<file path="config.mk">
export PLATFORM = sky130hd
export DESIGN_NAME = bitmap_slot_allocator_flat
export DESIGN_NICKNAME = d
export VERILOG_FILES = /design/src/hdl/bsa_pkg.sv /design/src/hdl/bsa_if.sv /design/src/hdl/bitmap_slot_allocator.sv /design/src/hdl/bsa_ctrl.sv /design/src/hdl/bsa_datapath.sv /design/src/flat_wrapper.sv
export SDC_FILE = /design/constraint.sdc
export NUM_CORES = 1
export LEC_CHECK = 0
export ABC_AREA = 1
export ABC_CLOCK_PERIOD_IN_PS = 5310
export BUFFER_PORTS_ARGS = -buffer_cell sky130_fd_sc_hd__buf_2
export CAP_MARGIN = 0
export CORE_MARGIN = 3
export CORE_UTILIZATION = 39
export CTS_BUF_LIST = sky130_fd_sc_hd__clkbuf_2 sky130_fd_sc_hd__clkbuf_4 sky130_fd_sc_hd__clkbuf_8
export CTS_CLUSTER_DIAMETER = 30
export DETAILED_ROUTE_END_ITERATION = 8
export HOLD_SLACK_MARGIN = 0.05
export PLACE_DENSITY = 0.64
export SYNTH_ARGS = -nofsm -noshare
export SYNTH_HDL_FRONTEND = slang
export SYNTH_HIERARCHICAL = 1
export SYNTH_SLANG_ARGS = --single-unit
</file>
<file path="constraint.sdc">
create_clock -name clk -period 5.31 [get_ports clk]
set_clock_uncertainty 0.05 [all_clocks]
set_input_delay 0.7965 -clock clk [delete_from_list [all_inputs] [get_ports clk]]
set_output_delay 0.7965 -clock clk [all_outputs]
set_load 0.02 [all_outputs]
</file>
<file path="src/hdl/bsa_pkg.sv">
// Bitmap slot allocator: shared constants, item kinds, FSM states and
// the command/status structs between controller and datapath.
// No dependencies.
package bsa_pkg;

  // Map geometry
  localparam int MAX_SLOTS  = 256;
  localparam int SLOT_LIMIT = (MAX_SLOTS < 256) ? MAX_SLOTS : 256;
  localparam int WORDS      = (SLOT_LIMIT + 31) / 32;
  localparam int WORD_W     = (WORDS > 1) ? $clog2(WORDS) : 1;

  // Field widths
  localparam int KIND_W = 2;
  localparam int IDX_W  = 8;
  localparam int CNT_W  = 9;

  localparam logic [CNT_W-1:0] COUNT_RESET = 9'd256;

  // Item kinds; code 3 is a no-op
  typedef enum logic [KIND_W-1:0] {
    KIND_ALLOC   = 2'd0,
    KIND_RELEASE = 2'd1,
    KIND_QUERY   = 2'd2
  } kind_t;

  typedef enum logic [1:0] {
    ST_IDLE,
    ST_SCAN,
    ST_DONE
  } state_t;

  // Controller -> datapath
  typedef struct packed {
    logic load;   // latch a new item, restart scan
    logic step;   // examine one map word
    logic emit;   // finish item, load output register
  } cmd_t;

  // Datapath -> controller
  typedef struct packed {
    logic is_alloc;
    logic found;
    logic last_word;
    logic out_busy;
  } sts_t;

endpackage

</file>
<file path="src/hdl/bsa_if.sv">
// Bitmap slot allocator: valid/ready channel interfaces for items in and
// results out. Depends on bsa_pkg.
interface bsa_in_if;
  logic                     valid;
  logic                     ready;
  logic [bsa_pkg::KIND_W-1:0] kind;
  logic [bsa_pkg::IDX_W-1:0]  slot_index;

  modport source (output valid, kind, slot_index, input ready);
  modport sink   (input valid, kind, slot_index, output ready);
endinterface

interface bsa_out_if;
  logic                      valid;
  logic                      ready;
  logic                      granted;
  logic [bsa_pkg::IDX_W-1:0] granted_index;
  logic                      slot_busy;

  modport source (output valid, granted, granted_index, slot_busy, input ready);
  modport sink   (input valid, granted, granted_index, slot_busy, output ready);
endinterface

</file>
<file path="src/hdl/bitmap_slot_allocator.sv">
// Bitmap slot allocator top level: joins controller and datapath to the
// channel interfaces. Depends on bsa_pkg, bsa_if, bsa_ctrl, bsa_datapath.
//
//   channel   dir  handshake        payload
//   in_ch     in   valid/ready      kind, slot_index
//   out_ch    out  valid/ready      granted, granted_index, slot_busy
//   cfg       in   cfg_we           cfg_wdata (slot count)
//
// One item at a time. Release and query pass through accept, decode and
// finish; the result is loaded into the output register on finish.
// Allocate passes through accept, a one-word-per-cycle scan of k map words
// (1..8) and finish; its result is loaded into the output register on finish.
// A result waits in the output register while the next item is accepted;
// a stalled output holds the item in its final state.
// Reset and any count write clear the whole map.
module bitmap_slot_allocator (
  input  logic                      clk,
  input  logic                      rst,
  input  logic                      cfg_we,
  input  logic [bsa_pkg::CNT_W-1:0] cfg_wdata,
  bsa_in_if.sink                    in_ch,
  bsa_out_if.source                 out_ch
);

  bsa_pkg::cmd_t cmd;
  bsa_pkg::sts_t sts;

  bsa_ctrl u_ctrl (
    .clk      (clk),
    .rst      (rst),
    .in_valid (in_ch.valid),
    .in_ready (in_ch.ready),
    .cmd      (cmd),
    .sts      (sts)
  );

  bsa_datapath u_datapath (
    .clk               (clk),
    .rst               (rst),
    .cfg_we            (cfg_we),
    .cfg_wdata         (cfg_wdata),
    .in_kind           (in_ch.kind),
    .in_slot_index     (in_ch.slot_index),
    .cmd               (cmd),
    .sts               (sts),
    .out_valid         (out_ch.valid),
    .out_ready         (out_ch.ready),
    .out_granted       (out_ch.granted),
    .out_granted_index (out_ch.granted_index),
    .out_slot_busy     (out_ch.slot_busy)
  );

`ifndef SYNTH
  // An accepted item blocks the input for at least the next cycle
  a_busy_after_accept: assert property (@(posedge clk) disable iff (rst)
    (in_ch.valid && in_ch.ready) |=> !in_ch.ready)
    else $error("input ready right after accept");

  // No grant means a zero index
  a_no_grant_index: assert property (@(posedge clk) disable iff (rst)
    (out_ch.valid && !out_ch.granted) |-> (out_ch.granted_index == '0))
    else $error("index given without grant");

  // A result never carries both a grant and a query mark
  a_one_kind: assert property (@(posedge clk) disable iff (rst)
    out_ch.valid |-> !(out_ch.granted && out_ch.slot_busy))
    else $error("grant and busy both set");
`endif

endmodule

</file>
<file path="src/hdl/bsa_ctrl.sv">
// Bitmap slot allocator: control state machine (accept, scan, finish).
// Depends on bsa_pkg.
module bsa_ctrl (
  input  logic          clk,
  input  logic          rst,
  input  logic          in_valid,
  output logic          in_ready,
  output bsa_pkg::cmd_t cmd,
  input  bsa_pkg::sts_t sts
);

  bsa_pkg::state_t state, state_next;

  // State register
  always_ff @(posedge clk) begin
    if (rst) begin
      state <= bsa_pkg::ST_IDLE;
    end else begin
      state <= state_next;
    end
  end

  // Next state and commands
  always_comb begin
    state_next = state;
    in_ready   = 1'b0;
    cmd        = '0;
    unique case (state)
      bsa_pkg::ST_IDLE: begin
        in_ready = 1'b1;
        if (in_valid) begin
          cmd.load   = 1'b1;
          state_next = bsa_pkg::ST_SCAN;
        end
      end
      bsa_pkg::ST_SCAN: begin
        // release/query/no-op skip straight through; allocate walks the words
        if (!sts.is_alloc) begin
          state_next = bsa_pkg::ST_DONE;
        end else begin
          cmd.step = 1'b1;
          if (sts.found || sts.last_word) begin
            state_next = bsa_pkg::ST_DONE;
          end
        end
      end
      bsa_pkg::ST_DONE: begin
        if (!sts.out_busy) begin
          cmd.emit   = 1'b1;
          state_next = bsa_pkg::ST_IDLE;
        end
      end
      default: begin
        state_next = bsa_pkg::ST_IDLE;
      end
    endcase
  end

endmodule

</file>
<file path="src/hdl/bsa_datapath.sv">
// Bitmap slot allocator: usage map, slot-count register, word scanner and
// output register. Depends on bsa_pkg.
module bsa_datapath (
  input  logic                      clk,
  input  logic                      rst,
  input  logic                      cfg_we,
  input  logic [bsa_pkg::CNT_W-1:0] cfg_wdata,
  input  logic [bsa_pkg::KIND_W-1:0] in_kind,
  input  logic [bsa_pkg::IDX_W-1:0] in_slot_index,
  input  bsa_pkg::cmd_t             cmd,
  output bsa_pkg::sts_t             sts,
  output logic                      out_valid,
  input  logic                      out_ready,
  output logic                      out_granted,
  output logic [bsa_pkg::IDX_W-1:0] out_granted_index,
  output logic                      out_slot_busy
);

  logic [31:0]                  usage_map [bsa_pkg::WORDS];
  logic [bsa_pkg::CNT_W-1:0]    slots_in_use;
  logic [bsa_pkg::CNT_W-1:0]    count;
  logic [bsa_pkg::KIND_W-1:0]   kind_q;
  logic [bsa_pkg::IDX_W-1:0]    idx_q;
  logic [bsa_pkg::WORD_W-1:0]   word_ctr;
  logic                         res_granted;
  logic [bsa_pkg::IDX_W-1:0]    res_index;
  logic [31:0]                  word_mask;
  logic [31:0]                  free_bits;
  logic                         hit;
  logic [4:0]                   hit_bit;
  logic [bsa_pkg::WORD_W-1:0]   idx_word;
  logic                         in_range;
  logic                         mark;

  // Effective slot count
  assign count = (slots_in_use > bsa_pkg::CNT_W'(bsa_pkg::SLOT_LIMIT)) ?
                 bsa_pkg::CNT_W'(bsa_pkg::SLOT_LIMIT) : slots_in_use;

  // Valid-slot mask for the word under scan
  always_comb begin
    for (int b = 0; b < 32; b++) begin
      word_mask[b] = bsa_pkg::CNT_W'({word_ctr, 5'(b)}) < count;
    end
  end

  assign free_bits = ~usage_map[word_ctr] & word_mask;

  // Lowest free bit in the word
  always_comb begin
    hit     = 1'b0;
    hit_bit = '0;
    for (int b = 31; b >= 0; b--) begin
      if (free_bits[b]) begin
        hit     = 1'b1;
        hit_bit = 5'(b);
      end
    end
  end

  // Single-slot lookup for release and query
  assign idx_word = bsa_pkg::WORD_W'(idx_q >> 5);
  assign in_range = {1'b0, idx_q} < count;
  assign mark     = usage_map[idx_word][idx_q[4:0]];

  assign sts.is_alloc  = (kind_q == bsa_pkg::KIND_ALLOC);
  assign sts.found     = hit;
  assign sts.last_word = (word_ctr == bsa_pkg::WORD_W'(bsa_pkg::WORDS - 1));
  assign sts.out_busy  = out_valid && !out_ready;

  // Slot-count register
  always_ff @(posedge clk) begin
    if (rst) begin
      slots_in_use <= bsa_pkg::COUNT_RESET;
    end else if (cfg_we) begin
      slots_in_use <= cfg_wdata;
    end
  end

  // Usage map: cleared at reset and on count write
  always_ff @(posedge clk) begin
    if (rst || cfg_we) begin
      for (int w = 0; w < bsa_pkg::WORDS; w++) begin
        usage_map[w] <= '0;
      end
    end else if (cmd.step && hit) begin
      usage_map[word_ctr][hit_bit] <= 1'b1;
    end else if (cmd.emit && kind_q == bsa_pkg::KIND_RELEASE && in_range) begin
      usage_map[idx_word][idx_q[4:0]] <= 1'b0;
    end
  end

  // Item latch and scan state
  always_ff @(posedge clk) begin
    if (cmd.load) begin
      kind_q      <= in_kind;
      idx_q       <= in_slot_index;
      word_ctr    <= '0;
      res_granted <= 1'b0;
      res_index   <= '0;
    end else if (cmd.step) begin
      if (hit) begin
        res_granted <= 1'b1;
        res_index   <= bsa_pkg::IDX_W'({word_ctr, hit_bit});
      end else if (!sts.last_word) begin
        word_ctr <= word_ctr + 1'b1;
      end
    end
  end

  // Output register
  always_ff @(posedge clk) begin
    if (rst) begin
      out_valid <= 1'b0;
    end else if (cmd.emit) begin
      out_valid <= 1'b1;
    end else if (out_ready) begin
      out_valid <= 1'b0;
    end
  end

  always_ff @(posedge clk) begin
    if (cmd.emit) begin
      out_granted       <= sts.is_alloc && res_granted;
      out_granted_index <= sts.is_alloc ? res_index : '0;
      out_slot_busy     <= (kind_q == bsa_pkg::KIND_QUERY) && in_range && mark;
    end
  end

endmodule

</file>
<file path="src/flat_wrapper.sv">
// flat-port wrapper written by rule: the top's interface ports become plain ports
module bitmap_slot_allocator_flat 
  (clk, rst, cfg_we, cfg_wdata, in_ch_valid, in_ch_kind, in_ch_slot_index, in_ch_ready, out_ch_valid, out_ch_granted, out_ch_granted_index, out_ch_slot_busy, out_ch_ready);
  bsa_in_if in_ch_i ();
  bsa_out_if out_ch_i ();
  input  logic clk;
  input  logic rst;
  input  logic cfg_we;
  input  logic [bsa_pkg::CNT_W-1:0] cfg_wdata;
  input wire logic [$bits(in_ch_i.valid)-1:0] in_ch_valid;
  input wire logic [$bits(in_ch_i.kind)-1:0] in_ch_kind;
  input wire logic [$bits(in_ch_i.slot_index)-1:0] in_ch_slot_index;
  output wire logic [$bits(in_ch_i.ready)-1:0] in_ch_ready;
  output wire logic [$bits(out_ch_i.valid)-1:0] out_ch_valid;
  output wire logic [$bits(out_ch_i.granted)-1:0] out_ch_granted;
  output wire logic [$bits(out_ch_i.granted_index)-1:0] out_ch_granted_index;
  output wire logic [$bits(out_ch_i.slot_busy)-1:0] out_ch_slot_busy;
  input wire logic [$bits(out_ch_i.ready)-1:0] out_ch_ready;
  assign in_ch_i.valid = in_ch_valid;
  assign in_ch_i.kind = in_ch_kind;
  assign in_ch_i.slot_index = in_ch_slot_index;
  assign in_ch_ready = in_ch_i.ready;
  assign out_ch_valid = out_ch_i.valid;
  assign out_ch_granted = out_ch_i.granted;
  assign out_ch_granted_index = out_ch_i.granted_index;
  assign out_ch_slot_busy = out_ch_i.slot_busy;
  assign out_ch_i.ready = out_ch_ready;
  bitmap_slot_allocator u_core (.clk(clk), .rst(rst), .cfg_we(cfg_we), .cfg_wdata(cfg_wdata), .in_ch(in_ch_i), .out_ch(out_ch_i));
endmodule
</file>
==> results of run 1 <==
[logic make-up (layout without fill, tap and decap cells)]
kind of cell / after synthesis / in the layout / share of synthesized area (%)
AOI/OAI and AO/OA: 545 / 545 / 16.2
adders and majority gates: 13 / 13 / 0.841
buffers and inverters: 354 / 433 / 7.59
DFF: 306 / 306 / 46.0
other: 0 / 1 / 0
and+or+nand+nor: 1432 / 1432 / 29.4
[registers in the layout (all words and copies together), names as in the netlist, 2 cells and up, named ones only]
name / cells
u_core/u_ctrl/state: 2
u_core/u_datapath/idx_q: 8
u_core/u_datapath/kind_q: 2
u_core/u_datapath/out_granted_index: 8
u_core/u_datapath/res_index: 8
u_core/u_datapath/slots_in_use: 9
u_core/u_datapath/usage_map: 256
u_core/u_datapath/word_ctr: 3
[layer usage]
metal / vias to the layer above / global-route usage [%] / wire [µm]
met5: - / 0 / 0
met4: 0 / 13.0 / 3040
met3: 187 / 3.91 / 6560
met2: 1098 / 41.3 / 31800
met1: 9193 / 32.5 / 26900
li1: 8887 / - / -
[cell usage in the layout, fill, tap and decap left out, drive strengths merged]
| cell type | instances |
|---|---|
| nor3 | 14 |
| nor4 | 2 |
| edfxtp | 276 |
| inv | 164 |
| nand4 | 25 |
| o311ai | 26 |
| a221o | 6 |
| nor2 | 397 |
| o31ai | 17 |
| clkinv | 38 |
| a22oi | 4 |
| a32o | 2 |
| a21oi | 231 |
| clkinvlp | 6 |
| a31oi | 6 |
| diode | 1 |
| bufinv | 8 |
| o21ai | 225 |
| a41oi | 6 |
| o21bai | 4 |
| ha | 13 |
| nand2 | 896 |
| clkbuf | 100 |
| dfxtp | 30 |
| o211ai | 11 |
| nand3 | 98 |
| a221oi | 1 |
| a211oi | 2 |
| o221ai | 4 |
| buf | 117 |
[stage by stage]
step           hold slack, ns  setup TNS (ns)  worst slack (ns)  cell area [µm²]
6_report                0.276               0             0.354            22300
5_1_grt                 0.254          -0.508           -0.0466            22300
4_1_cts                 0.226               0            0.0976            22000
3_5_place_dp            0.409               0             0.124            20300
3_3_place_gp            0.398          -37.42            -0.392            20300
2_1_floorplan           0.380               0              1.18            19300
[layout make-up]
class | instances | area (µm²) | area share (%)
diodes | 1 | 2.50 | 0.0112
clock buffers | 98 | 1270 | 5.72
clock inverters | 49 | 447 | 2.01
inverters | 167 | 638 | 2.87
multi-input cells | 1990 | 9110 | 41.0
flip-flops and latches | 306 | 8900 | 40.0
well taps | 656 | 821 | 3.69
repair buffers | 119 | 1060 | 4.76
[power breakdown]
group,switching (mW),internal [mW]
clock,1.22,1.97
combinational,0.566,0.244
sequential,0.0752,2.73
total,1.86,4.94
[worst paths after layout]
kind | startpoint | end
max | u_core/u_datapath/slots_in_use[4]$_SDFFE_PP0P_ | u_core/u_datapath/usage_map[3][20]$_SDFFCE_PN0P_
min | in_ch_kind[0] | u_core/u_datapath/kind_q[0]$_DFFE_PP_
max reg2reg | u_core/u_datapath/slots_in_use[4]$_SDFFE_PP0P_ | u_core/u_datapath/usage_map[3][20]$_SDFFCE_PN0P_
min reg2reg | u_core/u_datapath/res_index[4]$_SDFFE_PP0P_ | u_core/u_datapath/res_index[4]$_SDFFE_PP0P_
[worst register-to-register path, delay by kind of cell, from the launching register on]
family                     cells  cell delay, ns
and+or+nand+nor               43            3.25
buffers and inverters          5            0.45
DFF                            1            0.35
AOI/OAI and AO/OA              2            0.30
adders and majority gates      1            0.27
[what timing repair did]
item                       CTS  global route
hold endpoints to repair     0             0
resized for setup            0            18
setup endpoints to repair    0           511
setup buffers                0            15
==> results.cfg, run 1 <==
[status]
outcome = finished clean

[clock_tree]
cts_hold_buf = 0
clkTransAtPathRegs_ns = 0.06
cts.sinks = 306
htree_levels = 3
clk_latency_ns = 0.65
cts_buffers = 81
cts_tree = done
root_buffer = clkbuf_8
cts_max_path_buffers = 3

[sta]
worst_pin_slew_ns = 1.12
setup_violations = 0
finalMaxSlewViolations = 0
fin_crit_ns = 4.96
final_hold_viol_count = 0
slew_headroom_pct = 25.6
fin_crit_sh_pct = 93.3
rsz0062_at_grt = yes
max_freq_mhz = 202

[setup_path]
cpMostUsedCell = nand2_1
reg2reg_slack_ns = 0.35
cp_slowest_stage_delay_ns = 0.35
required_ns = 5.61
crit_type = reg -> reg
cp_max_fo = 9
start_kind = flop
critPathSlowestCell = dfxtp_2
cp.depth = 51
cp_top_family = simple AND/OR/NAND/NOR gates
path_buf_inv = 5
worstSetupEndpointType = flop
crit_arrival_ns = 5.25
reg2regPathDepth = 51

[synth]
synthTopCellsByArea = edfxtp_1 43%, nand2_1 17%, nor2_1 7.6%, a21oi_1 5.9%, o21ai_0 5.2%
synth_top_area_share_pct = 42.9
syn_area_per_cell_um2 = 7.30
synth_seq_area_share_pct = 46.0
synth_edf_count = 276
dominantRegCellSynth = edfxtp_1
syn_area_mm2 = 0.0193
synth.net_count = 2687
synth.distinct_cells = 43
synthArstFlopShare_pct = 0
netlist_instances = 2650
ys_ff_latch = 306
synth_common_cells = 874 x nand2_1, 392 x nor2_1, 276 x edfxtp_1
yosysTopAreaCell = edfxtp_1
yosysMostFrequentCell = nand2_1
yosysWarnings = 6

[layout]
final_nets = 2702
drive_gt1_share_pct = 12.2
n_fill_cell = 4759
layoutNonFillerInstCount = 3386
postLayoutCoreUtil_pct = 46.0
syn2layout_area_growth_pct = 15.1

[route]
avgRoutedWirePerCell_um = 20.2
num_vias = 19400
ant_nets = 0
drt_iter0_drc = 2424
viasPerCell = 5.72
drc_errors = 0
drtPass1Iterations = 6
routed_wirelength_um = 68300

[global_route]
grt_max_degree = 148
grt_pass1_vias = 18100
grt_usage_pct = 25.3
antenna_found_initial = 1
grt_pass1_wl_um = 103000
grt.overflow.total = 0

[floorplanning]
dieArea_mm2 = 0.0523
initial_core_util_pct = 40.0
ios = 36
fp.dieW_um = 229
core_area_mm2 = 0.0483
die_h_um = 229
rows = 80

[power_and_ir_drop]
worst_ir_drop_vdd_v = 0.000124
leakage_nw = 9.26
power.density_mw_per_mm2 = 306
power_mw = 6.80

[placed_design]
portBuffers = 35
dp_cells = 3222
gp_congestion = 0.988
dp_hpwl_um = 42700

[worst_hold_path]
hold_path.class = in -> reg
holdPathStages = 1

[run]
max-cap-violations = 0
(Power assumes the default switching activity.)
==> inputs of run 2 (changes only) <==
--- a/config.mk
+++ b/config.mk
@@ -11,2 +11,4 @@
 export CAP_MARGIN = 0
+export CELL_PAD_IN_SITES_DETAIL_PLACEMENT = 0
+export CELL_PAD_IN_SITES_GLOBAL_PLACEMENT = 1
 export CORE_MARGIN = 3
@@ -17,3 +19,3 @@
 export HOLD_SLACK_MARGIN = 0.05
-export PLACE_DENSITY = 0.64
+export PLACE_DENSITY = 0.79
 export SYNTH_ARGS = -nofsm -noshare
==> constraint.sdc (replaced) <==
create_clock -name clk -period 5.31 [get_ports clk]
set_clock_uncertainty 0.05 [all_clocks]
set_input_delay 0.531 -clock clk [delete_from_list [all_inputs] [get_ports clk]]
set_output_delay 0.531 -clock clk [all_outputs]
set_load 0.02 [all_outputs]
==> results.cfg, run 2 (synthesis gave the netlist of run 1 again) <==
[status]
outcome = finished clean

[route]
drtPass1Iterations = 8
drt_iter0_drc = 2045
viasPerCell = 5.57
num_vias = 18900
ant_nets = 0
drc_errors = 0
avgRoutedWirePerCell_um = 20.4
routed_wirelength_um = 69500

[layout]
final_cell_mix = 871 x nand2_1, 379 x nor2_1, 276 x edfxtp_1
layout_commonest_cell = nand2_1
syn2layout_area_growth_pct = 17.6
postLayoutCoreUtil_pct = 47.0
largest_reg_flops = 256
final_nets = 2713
drive_gt1_share_pct = 12.1
top_register = u_core/u_datapath/usage_map
largestRegisters = u_core/u_datapath/usage_map: 256 flops, u_core/u_datapath/slots_in_use: 9 flops
fin_area_mm2 = 0.0227
layoutNonFillerInstCount = 3401

[setup_path]
cp_max_fo = 73
crit_arrival_ns = 5.47
start_kind = flop
required_ns = 5.66
crit_type = reg -> reg
worstSetupEndpointType = flop

[clock_tree]
clkTransAtPathRegs_ns = 0.05
root_buffer = clkbuf_8
cts_max_path_buffers = 3
htree_levels = 3
cts_tree = done
clk_latency_ns = 0.69
cts_buffers = 85
cts.sinks = 306

[floorplanning]
ios = 36
rows = 80
initial_core_util_pct = 40.0
core_area_mm2 = 0.0483
die_h_um = 229
fp.dieW_um = 229
dieArea_mm2 = 0.0523

[sta]
worst_pin_slew_ns = 1.03
slew_headroom_pct = 31.5
setup_violations = 0
max_freq_mhz = 195
final_hold_viol_count = 0
fin_crit_sh_pct = 96.5
setup_tns_ns = 0
rsz0062_at_grt = yes
fin_crit_ns = 5.12
finalMaxSlewViolations = 0

[global_route]
grt_usage_pct = 26.0
grt_pass1_wl_um = 105000
grt_max_degree = 108
antenna_found_initial = 1
grt_pass1_vias = 17900
grt.overflow.total = 0

[worst_hold_path]
hold_path.class = in -> reg

[placed_design]
portBuffers = 35
dp_hpwl_um = 43900
placed_area_mm2 = 0.0203
gp_congestion = 0.973
dp_cells = 3220

[power_and_ir_drop]
worst_ir_drop_vdd_v = 0.000140
power.density_mw_per_mm2 = 328
power_mw = 7.45
leakage_nw = 9.43

[run]
max-cap-violations = 0
==> run 2: cell count changes in the layout (fill, tap and decap cells not counted), moves of 3 or more <==
cell           previous run  this run
bufinv_16                 8        19
clkinv_2                 19        15
dlygate4sd3_1             0        17
nand2_2                  16        20
inv_6                     1         4
nand2_4                   7         4
clkbuf_4                 13         8
clkinvlp_4                6         9
o31ai_4                   1         9
buf_4                    63        53
o31ai_2                  15         7
==> run 2: per-stage QoR <==
step | setup slack, ns | hold slack, ns
after floorplan | 1.18 | 0.380
after global routing | -0.139 | 0.101
after CTS | 0.177 | 0.0565
after detailed placement | 0.209 | 0.401
after global placement | 0.215 | 0.401
final | 0.187 | 0.107
==> run 2: what timing repair did <==
item,4_1_cts,5_1_grt
endpoints found under the setup margin,0,512
hold endpoints to repair,19,0
buffers inserted,0,7
hold buffers,17,0
gates resized for setup,0,23
==> run 2: cell type report <==
class | count | area [µm²]
clock buffers | 93 | 1230
diodes | 1 | 2.50
well taps | 656 | 821
multi-input cells | 1990 | 9150
repair buffers | 126 | 1150
clock inverters | 62 | 842
flip-flops and latches | 306 | 8900
inverters | 167 | 637
fillers | 4777 | 25600
==> run 2: worst max-delay path: stages (launching register included) <==
cell and delay (ns):
dfxtp_2 0.34, inv_4 0.56, buf_12 0.38, o21ai_0 0.14, o21ai_1 0.45, nand2_1 0.14
nand3_1 0.14, nand3_1 0.10, nor4_2 0.38, nand2_2 0.16, nor2_4 0.16, nor2_2 0.07
clkinv_2 0.06, nand2_4 0.06, buf_4 0.34, o31ai_2 0.85, nand2_1 0.21, nand2_1 0.12
==> run 2: power by group <==
group	switching (mW)	internal (mW)	total (mW)
clock network	1.32	2.51	3.83
logic	0.576	0.244	0.820
registers	0.0687	2.73	2.80
==> run 2: path summary, 6_finish.rpt <==
path / startpoint / to / slack [ns] / cells past startpoint
max: flop / u_core/u_datapath/usage_map[5][15]$_SDFFCE_PN0P_ / 0.19 / 17
min: cfg_we / u_core/u_datapath/slots_in_use[8]$_SDFFE_PP1P_ / 0.11 / 2
max reg2reg: flop / u_core/u_datapath/usage_map[5][15]$_SDFFCE_PN0P_ / 0.19 / 17
min reg2reg: u_core/u_datapath/res_index[7]$_SDFFE_PP0P_ / u_core/u_datapath/res_index[7]$_SDFFE_PP0P_ / 0.41 / 2
==> run 2: per-layer routing <==
metal	vias up	global-route usage, %	part of all wire (%)
li1	8900	-	-
met1	9058	34.1	42
met2	843	42.6	47
met3	136	5.03	8.3
met4	0	9.59	3.0
met5	-	0	0
